==> config.mk <==
export PLATFORM = sky130hd
export DESIGN_NAME = cpse_ctrl
export DESIGN_NICKNAME = d
export VERILOG_FILES = /design/src/sv/cpse_pkg.sv /design/src/sv/cpse_ctrl.sv
export SDC_FILE = /design/constraint.sdc
export NUM_CORES = 1
export LEC_CHECK = 0
export BUFFER_PORTS_ARGS = -buffer_cell sky130_fd_sc_hd__buf_2
export CAP_MARGIN = 20
export CORE_UTILIZATION = 60
export CTS_BUF_LIST = sky130_fd_sc_hd__clkbuf_4
export DETAILED_ROUTE_END_ITERATION = 10
export PLACE_DENSITY = 0.85
export REMOVE_ABC_BUFFERS = 1
export SLEW_MARGIN = 20
export SYNTH_ARGS = -nofsm -noshare
export SYNTH_HDL_FRONTEND = slang
export SYNTH_SLANG_ARGS = --single-unit
==> constraint.sdc <==
create_clock -name aclk -period 3.9 [get_ports aclk]
set_input_delay 0 -clock aclk [delete_from_list [all_inputs] [get_ports aclk]]
set_output_delay 0 -clock aclk [all_outputs]
set_load 0.05 [all_outputs]
==> src/sv/cpse_pkg.sv <==
`timescale 1ns / 1ps
// shared constants, codes and command/status types of the postfix evaluator
package cpse_pkg;

    localparam int STACK_DEPTH_DEF = 64;
    localparam int DW              = 64;
    localparam int STEP_W          = $clog2(DW);

    localparam logic [1:0] KIND_NUM = 2'd0;
    localparam logic [1:0] KIND_OP  = 2'd1;
    localparam logic [1:0] KIND_END = 2'd2;

    localparam logic [2:0] OP_ADD = 3'd0;
    localparam logic [2:0] OP_SUB = 3'd1;
    localparam logic [2:0] OP_MUL = 3'd2;
    localparam logic [2:0] OP_DIV = 3'd3;
    localparam logic [2:0] OP_MOD = 3'd4;
    localparam logic [2:0] OP_SHR = 3'd5;

    localparam logic [3:0] ST_OK        = 4'd0;
    localparam logic [3:0] ST_FEW       = 4'd1;
    localparam logic [3:0] ST_INVALID   = 4'd2;
    localparam logic [3:0] ST_ADD_OVF   = 4'd3;
    localparam logic [3:0] ST_SUB_OVF   = 4'd4;
    localparam logic [3:0] ST_MUL_OVF   = 4'd5;
    localparam logic [3:0] ST_DIV0      = 4'd6;
    localparam logic [3:0] ST_DIV_OVF   = 4'd7;
    localparam logic [3:0] ST_MOD0      = 4'd8;
    localparam logic [3:0] ST_MOD_OVF   = 4'd9;
    localparam logic [3:0] ST_NEG_SHIFT = 4'd10;
    localparam logic [3:0] ST_BIG_SHIFT = 4'd11;
    localparam logic [3:0] ST_FULL      = 4'd12;

    localparam logic [1:0] WSEL_PUSH = 2'd0;
    localparam logic [1:0] WSEL_IMM  = 2'd1;
    localparam logic [1:0] WSEL_ITER = 2'd2;

    typedef struct packed {
        logic       wr_en;
        logic [1:0] wr_sel;
        logic       lat_r;
        logic       lat_l;
        logic       start;
        logic       step;
        logic       load_out;
        logic       out_ok;
        logic [2:0] op;
    } cpse_cmd_t;

    typedef struct packed {
        logic [3:0] imm_err;
        logic [3:0] fin_err;
        logic       iter_last;
    } cpse_stat_t;

endpackage

==> src/sv/cpse_ctrl.sv <==
`timescale 1ns / 1ps
// token sequencer: stack count, error latch, handshakes and datapath commands
module cpse_ctrl
    import cpse_pkg::*;
#(
    parameter int STACK_DEPTH = STACK_DEPTH_DEF,
    localparam int AW = $clog2(STACK_DEPTH),
    localparam int CW = $clog2(STACK_DEPTH + 1)
) (
    input  logic          aclk,
    input  logic          aresetn,
    input  logic          s_valid,
    output logic          s_ready,
    input  logic [1:0]    s_kind,
    input  logic [2:0]    s_op,
    output logic          m_valid,
    input  logic          m_ready,
    output logic [3:0]    m_status,
    output cpse_cmd_t     cmd,
    output logic [AW-1:0] rd_addr,
    output logic [AW-1:0] wr_addr,
    input  cpse_stat_t    stat
);

    localparam logic [2:0] S_IDLE   = 3'd0;
    localparam logic [2:0] S_RD_L   = 3'd1;
    localparam logic [2:0] S_LOAD_L = 3'd2;
    localparam logic [2:0] S_EXEC   = 3'd3;
    localparam logic [2:0] S_ITER   = 3'd4;
    localparam logic [2:0] S_FIN    = 3'd5;
    localparam logic [2:0] S_END    = 3'd6;

    localparam logic [CW-1:0] FULL_C = CW'(STACK_DEPTH);

    logic [2:0]    state_reg, state_next;
    logic [CW-1:0] count_reg, count_next;
    logic [3:0]    err_reg, err_next;
    logic [2:0]    op_reg, op_next;
    logic          mvalid_reg, mvalid_next;
    logic [3:0]    status_reg, status_next;
    logic [CW-1:0] cnt_m1, cnt_m2;
    logic          accept;

    assign s_ready = (state_reg == S_IDLE);
    assign accept  = s_valid && s_ready;
    assign cnt_m1  = count_reg - CW'(1);
    assign cnt_m2  = count_reg - CW'(2);

    always_comb begin
        state_next  = state_reg;
        count_next  = count_reg;
        err_next    = err_reg;
        op_next     = op_reg;
        mvalid_next = mvalid_reg;
        status_next = status_reg;
        cmd         = '0;
        cmd.op      = op_reg;
        rd_addr     = cnt_m1[AW-1:0];
        wr_addr     = count_reg[AW-1:0];
        if (mvalid_reg && m_ready) begin
            mvalid_next = 1'b0;
        end
        unique case (state_reg)
            S_IDLE: begin
                if (s_kind == KIND_END) begin
                    rd_addr = '0;
                end
                if (accept) begin
                    case (s_kind)
                        KIND_NUM: begin
                            if (err_reg == ST_OK) begin
                                if (count_reg >= FULL_C) begin
                                    err_next = ST_FULL;
                                end else begin
                                    cmd.wr_en  = 1'b1;
                                    cmd.wr_sel = WSEL_PUSH;
                                    count_next = count_reg + CW'(1);
                                end
                            end
                        end
                        KIND_OP: begin
                            if (err_reg == ST_OK) begin
                                if (count_reg < CW'(2)) begin
                                    err_next = ST_FEW;
                                end else if (s_op <= OP_SHR) begin
                                    op_next    = s_op;
                                    state_next = S_RD_L;
                                end
                            end
                        end
                        KIND_END: begin
                            state_next = S_END;
                        end
                        default: ;
                    endcase
                end
            end
            S_RD_L: begin
                cmd.lat_r  = 1'b1;
                rd_addr    = cnt_m2[AW-1:0];
                state_next = S_LOAD_L;
            end
            S_LOAD_L: begin
                cmd.lat_l  = 1'b1;
                state_next = S_EXEC;
            end
            S_EXEC: begin
                if (stat.imm_err != ST_OK) begin
                    err_next   = stat.imm_err;
                    count_next = cnt_m2;
                    state_next = S_IDLE;
                end else if (op_reg == OP_MUL || op_reg == OP_DIV || op_reg == OP_MOD) begin
                    cmd.start  = 1'b1;
                    state_next = S_ITER;
                end else begin
                    cmd.wr_en  = 1'b1;
                    cmd.wr_sel = WSEL_IMM;
                    wr_addr    = cnt_m2[AW-1:0];
                    count_next = cnt_m1;
                    state_next = S_IDLE;
                end
            end
            S_ITER: begin
                cmd.step = 1'b1;
                if (stat.iter_last) begin
                    state_next = S_FIN;
                end
            end
            S_FIN: begin
                if (stat.fin_err != ST_OK) begin
                    err_next   = stat.fin_err;
                    count_next = cnt_m2;
                end else begin
                    cmd.wr_en  = 1'b1;
                    cmd.wr_sel = WSEL_ITER;
                    wr_addr    = cnt_m2[AW-1:0];
                    count_next = cnt_m1;
                end
                state_next = S_IDLE;
            end
            S_END: begin
                rd_addr = '0;
                if (!mvalid_reg || m_ready) begin
                    cmd.load_out = 1'b1;
                    cmd.out_ok   = (err_reg == ST_OK) && (count_reg == CW'(1));
                    if (err_reg != ST_OK) begin
                        status_next = err_reg;
                    end else if (count_reg != CW'(1)) begin
                        status_next = ST_INVALID;
                    end else begin
                        status_next = ST_OK;
                    end
                    mvalid_next = 1'b1;
                    count_next  = '0;
                    err_next    = ST_OK;
                    state_next  = S_IDLE;
                end
            end
            default: begin
                state_next = S_IDLE;
            end
        endcase
    end

    always_ff @(posedge aclk) begin
        if (!aresetn) begin
            state_reg  <= S_IDLE;
            count_reg  <= '0;
            err_reg    <= ST_OK;
            mvalid_reg <= 1'b0;
        end else begin
            state_reg  <= state_next;
            count_reg  <= count_next;
            err_reg    <= err_next;
            mvalid_reg <= mvalid_next;
        end
        op_reg     <= op_next;
        status_reg <= status_next;
    end

    assign m_valid  = mvalid_reg;
    assign m_status = status_reg;

endmodule

* Word level (Yosys, flattened, before mapping)
Cells that the tools add are included.
** Storage, ports and cells
- Register bits after elaboration :: 22
- Output and inout bits :: 30
- Input bits :: 18
** Cells by class
- Mux-type cells :: 56
- Bitwise gates (word level) :: 1
- Reductions and logical operators :: 19
- Add/sub/neg operators :: 3
- Equality and inequality tests :: 30
- Order comparisons :: 3
** Operators with widths (number)
- two-way mux 7 bit :: 8
- two-way mux 3 bit :: 15
- two-way mux 4 bit :: 9
- one-hot mux 7 bit (4 select lines) :: 1
- two-way mux 6 bit :: 4
- inequality test 3 bit, second input constant :: 7
- one-hot mux 3 bit (6 select lines) :: 1
- one-hot mux 6 bit (3 select lines) :: 1
- one-hot mux 4 bit (4 select lines) :: 1
- nonzero test 4 bit :: 4
- AND reduction 7 bit :: 2
- == test 3 x 2 -> 1 bit, second input constant :: 4
- == test 3 bit, second input constant :: 4
- one-hot mux 6 bit (2 select lines) :: 1
- inequality test 2 bit, second input constant :: 5
- AND reduction 10 bit :: 1
- two-way mux 1 bit :: 9
- one-hot mux 3 bit (3 select lines) :: 1
- one-hot mux 4 bit (2 select lines) :: 1
- adder 7 x 1 -> 7 bit, second input constant :: 1
- == test 7 x 1 -> 1 bit, second input constant :: 1
- >= comparator 7 bit, second input constant :: 1
- less-than comparator 7 x 2 -> 1 bit, second input constant :: 1
- inequality test 7 x 1 -> 1 bit, second input constant :: 1
- other kinds (19) :: 28

* Depth between registers and ports, before layout
- Depth after elaboration :: 7
- Gate-level depth with buffers :: 9

* Worst setup path before layout
OpenSTA, ideal clock, no wires.
- Path kind :: flip-flop to flip-flop
- From :: register state_reg[0]
- To :: register status_reg[0], in the netlist m_status[0] (enable)
- Slack :: 1.194 ns
- Cell stages (with the launch flop) :: 5
- Data arrival time :: 2.289 ns
- Required time :: 3.482 ns
- Path through :: dfxtp_1 -> clkbuf_1 -> clkbuf_1 -> clkbuf_1 -> nor3_1
** On the way
- Word-level cells in the longest chain between the ends :: 2
** Ends and longest elaborated chain
- from (decl) :: line cpse_ctrl.sv:35 : logic [2:0] state_reg, state_next;
- from (signal assigned) :: line cpse_ctrl.sv:172 : state_reg <= state_next;
- == test 3 bit :: line cpse_ctrl.sv:63 : unique case (state_reg)
- AND reduction 2 bit (no line)
- to (signal assigned) :: line cpse_ctrl.sv:178 : status_reg <= status_next;
- to (decl) :: line cpse_ctrl.sv:40 : logic [3:0] status_reg, status_next;
Every way passes these cells.
A chain may end at the register's enable or synchronous reset.

* Final worst setup path
- From :: register state_reg[1]
- To :: output wr_addr[4]
** On the way
- Word-level cells in the longest chain between the ends :: 2
- Elaborated cells between the ends (all ways) :: 3
- Those cells by class :: eq/ne (2); mux (1)
** Ends and longest elaborated chain
- == test 3 bit or == test 3 x 2 -> 1 bit (tied branches) :: line cpse_ctrl.sv:63
- one-hot mux 6 bit (2 select lines) (*) :: line cpse_ctrl.sv:63
- to (decl) :: line cpse_ctrl.sv:21 : output logic [AW-1:0] wr_addr,
Every way passes the cells marked *; elsewhere a longest branch is shown, timed or not.

==> key figures <==
Run status
  – Status: completed

Min path
  – HP Start: stat[2]
  – Hold depth: 3
  – Hold worst-path end: err_reg[1]
  – Hold WC Path Type: in -> reg

Die
  – Starting Density: 64.1%
  – Die span in x: 59.3 µm
  – Core Area: 0.00308 mm²
  – Site row count: 20
  – Die height: 59.3 µm
  – Top Ports: 48
  – Die ar.: 0.00352 mm²

Logic synthesis
  – Synth async-reset ratio: 0%
  – Post-synth cell types: 64
  – Number of synthesized flops with an enable pin: 7
  – Cells after Synth: 258
  – Avg Synthesized Cell Area: 7.65 µm²
  – Yosys Warn Count: 0
  – Main synth FF type: dfxtp_1
  – Synth Register Bits: 22
  – Synthesized area: 0.00197 mm²
  – Sequential-to-total area share from yosys stat: 25.9%

Final layout
  – Max reg flops: 7
  – Diode count: 0
  – Final net count: 317
  – Area Growth Syn to Fin: 13.6%
  – Layout cell share with drive strength beyond 1: 22.3%

STA
  – Relative slew slack: 38.1%
  – # setup viols final: 0
  – Final Worst Setup Slack: 1050 ps
  – Fin crit share: 73.0%
  – Final hold violation count: 0
  – Fmax: 351 MHz
  – Slew @ Worst Pin: 927 ps
  – RSZ-0062 raised after global routing: false
  – Final TNS setup: 0 ps
  – Min Tclk post-route: 2850 ps
  – Max Slew Vio Count: 0
  – Worst-case clock skew: 4.19 ps

Power and ir drop
  – Worst vdd ir: 0.000256 V
  – Pleak: 0.956 nW
  – P per Cell Area: 359 mW/mm²

Drt
  – Wire per inst: 15.5 µm
  – Vias/cell: 6.23
  – First-pass iteration count of the detailed router: 4
  – Vias: 2087
  – Final ANT Viol Nets: 0
  – Detailed Route Iter0 Violations: 93
  – Drt drc: 0
  – Final WL: 5190 µm

Clocking
  – CTS sink cnt: 22
  – Cts bufs inserted: 3
  – Max Buffers Root-to-Sink: 2
  – Cts repair resizes: 0
  – TritonCTS clock tree: done
  – Clk_lat worst skew: 330 ps
  – CTS root buffer: clkbuf_4
  – CTS H-tree depth: 1
  – Clock slew seen by the registers of the worst setup and hold paths: 130 ps

Global route
  – First-pass GRT wire length: 8070 µm
  – Largest net degree at the start of global routing: 30
  – Tot GR Track Use: 30.5%
  – Initial antenna violation count: 0
  – Vias in the first global route: 1701
  – Grt ovf: 0

Critical path
  – Most used cell, CP: nor2_1
  – CP Launch Type: flop
  – Worst Setup End Kind: output port
  – Worst path arrival time: 2850 ps
  – Worst-path maximum fanout: 21
  – Worst path slowest cell: dfxtp_1
  – Worst reg2reg path depth: 6
  – Buffers and inverters on the worst path: 2
  – Worst path cell trace: inv_1 -> nand2_1 -> nor2_1 -> o21ai_1 -> nor2_1 -> xor2_1 -> buf_2
  – Worst path max stage delay: 800 ps
  – Terminus of the critical flop-to-flop path: count_reg[4]
  – Delay-heaviest family, CP: flip-flops
  – WS Path Type: reg -> out
  – Reg2reg setup slack: 1290 ps
  – FF-to-FF Start: state_reg[0]
  – Critical path required time: 3900 ps

Placed design
  – DP Wirelength: 3810 µm
  – IO Port Bufs: 47
  – Routability-driven placement congestion ratio: 0.980
  – Dpl ws: 1360 ps

Job
  – Max Cap Violations: 0
## repair_timing
| item | 4_1_cts | 5_1_grt |
|---|---|---|
| hold endpoints to repair | 3 | 0 |
| hold buffers | 3 | 0 |
| setup buffers | 0 | 0 |
## through the flow
| step | instance area, µm² | power (mW) | utilization (%) | cells | hold slack, ps |
|---|---|---|---|---|---|
| after floorplan | 1870 | 0.539 | - | 237 | 98.9 |
| after CTS | 2240 | 0.804 | 72.8 | 335 | 8.30 |
| after global routing | 2240 | 0.843 | 72.8 | 335 | 20.8 |
| after detailed placement | 2160 | 0.621 | 70.2 | 328 | 183 |
| after global placement | 2160 | 0.617 | 70.2 | 328 | 183 |
| final | 2240 | 0.805 | 72.8 | 335 | 23.7 |
## tightest hold or removal path, stage by stage
cell and delay (ps):
buf_2 90, a22oi_1 80, o21ai_0 150
## cell families after synthesis
logic type | Yosys count | synth area share, %
adders and majority gates | 7 | 4.44
buffers and inverters | 32 | 7.36
AOI/OAI and AO/OA | 90 | 31.4
DFF | 22 | 25.9
and+or+nand+nor | 101 | 28.2
xor gates and xnor gates | 5 | 2.22
muxes | 1 | 0.507
## layer usage
layer	vias to the layer above	routed length (µm)	share of wire (%)	GRT usage, %
met5	-	0	0	0
met4	0	45	0.87	6.12
met3	8	452	8.7	7.64
met2	93	2450	47	48.2
met1	962	2240	43	42.3
li1	1024	-	-	-
## where the power goes
| group | switching [mW] | internal [mW] |
|---|---|---|
| Clock | 0.0778 | 0.104 |
| Sequential | 0.0372 | 0.246 |
| Combinational | 0.235 | 0.105 |
## final cells by class
type,count,area [µm²]
multi-input combinational,204,1320
fill,249,836
sequential,22,510
timing repair buffer,50,265
tap,44,55.1
inverter,11,41.3
clock inverter,1,30.0
clock buffer,3,22.5
## how the worst max path moves through the flow
| stage | from | end | slack, ps | cells after the start |
|---|---|---|---|---|
| after global placement | state_reg[0] | count_reg[4] | 1450 | 6 |
| after detailed placement | state_reg[0] | count_reg[4] | 1360 | 6 |
| after global routing | state_reg[1] | wr_addr[4] | 820 | 7 |
| final | state_reg[1] | wr_addr[4] | 1050 | 7 |
| after CTS | state_reg[1] | wr_addr[4] | 1090 | 7 |
| after floorplan | state_reg[1] | m_status[0] | 1230 | 2 |
## cells in the final DEF (no fill, tap or decap), types with 3 or more instances in the layout
cell type / Yosys / routed
o21ai_0: 18 / 18
nand2b_1: 5 / 5
dlygate4sd3_1: 0 / 3
nor3_1: 4 / 4
a31oi_1: 5 / 5
inv_1: 11 / 11
a211oi_1: 3 / 3
nor2b_1: 4 / 4
a22oi_1: 3 / 3
edfxtp_1: 7 / 7
nand2_1: 30 / 30
o22ai_1: 5 / 5
a21boi_0: 4 / 4
o21a_1: 4 / 4
nand3b_1: 3 / 3
a21oi_1: 17 / 17
ha_1: 7 / 7
o21ai_1: 3 / 3
buf_2: 0 / 47
dfxtp_1: 15 / 15
and3_1: 3 / 3
nor4_1: 5 / 5
nor2_1: 22 / 22
or3_1: 4 / 4
clkbuf_4: 0 / 3
nand3_1: 9 / 9
xnor2_1: 3 / 3
## cells in the mapped netlist, drive strengths merged (6+ instances only)
| cell | instances | area, µm² |
|---|---|---|
| o21ai | 21 | 105 |
| inv | 11 | 41.3 |
| edfxtp | 7 | 210 |
| nand3 | 9 | 45.0 |
| a31oi | 6 | 43.8 |
| a21oi | 17 | 85.1 |
| nand2 | 30 | 113 |
| nor2 | 22 | 82.6 |
| ha | 7 | 87.6 |
| nor4 | 6 | 52.6 |
| dfxtp | 15 | 300 |
| clkbuf | 17 | 65.1 |
(Power assumes the default switching activity.)
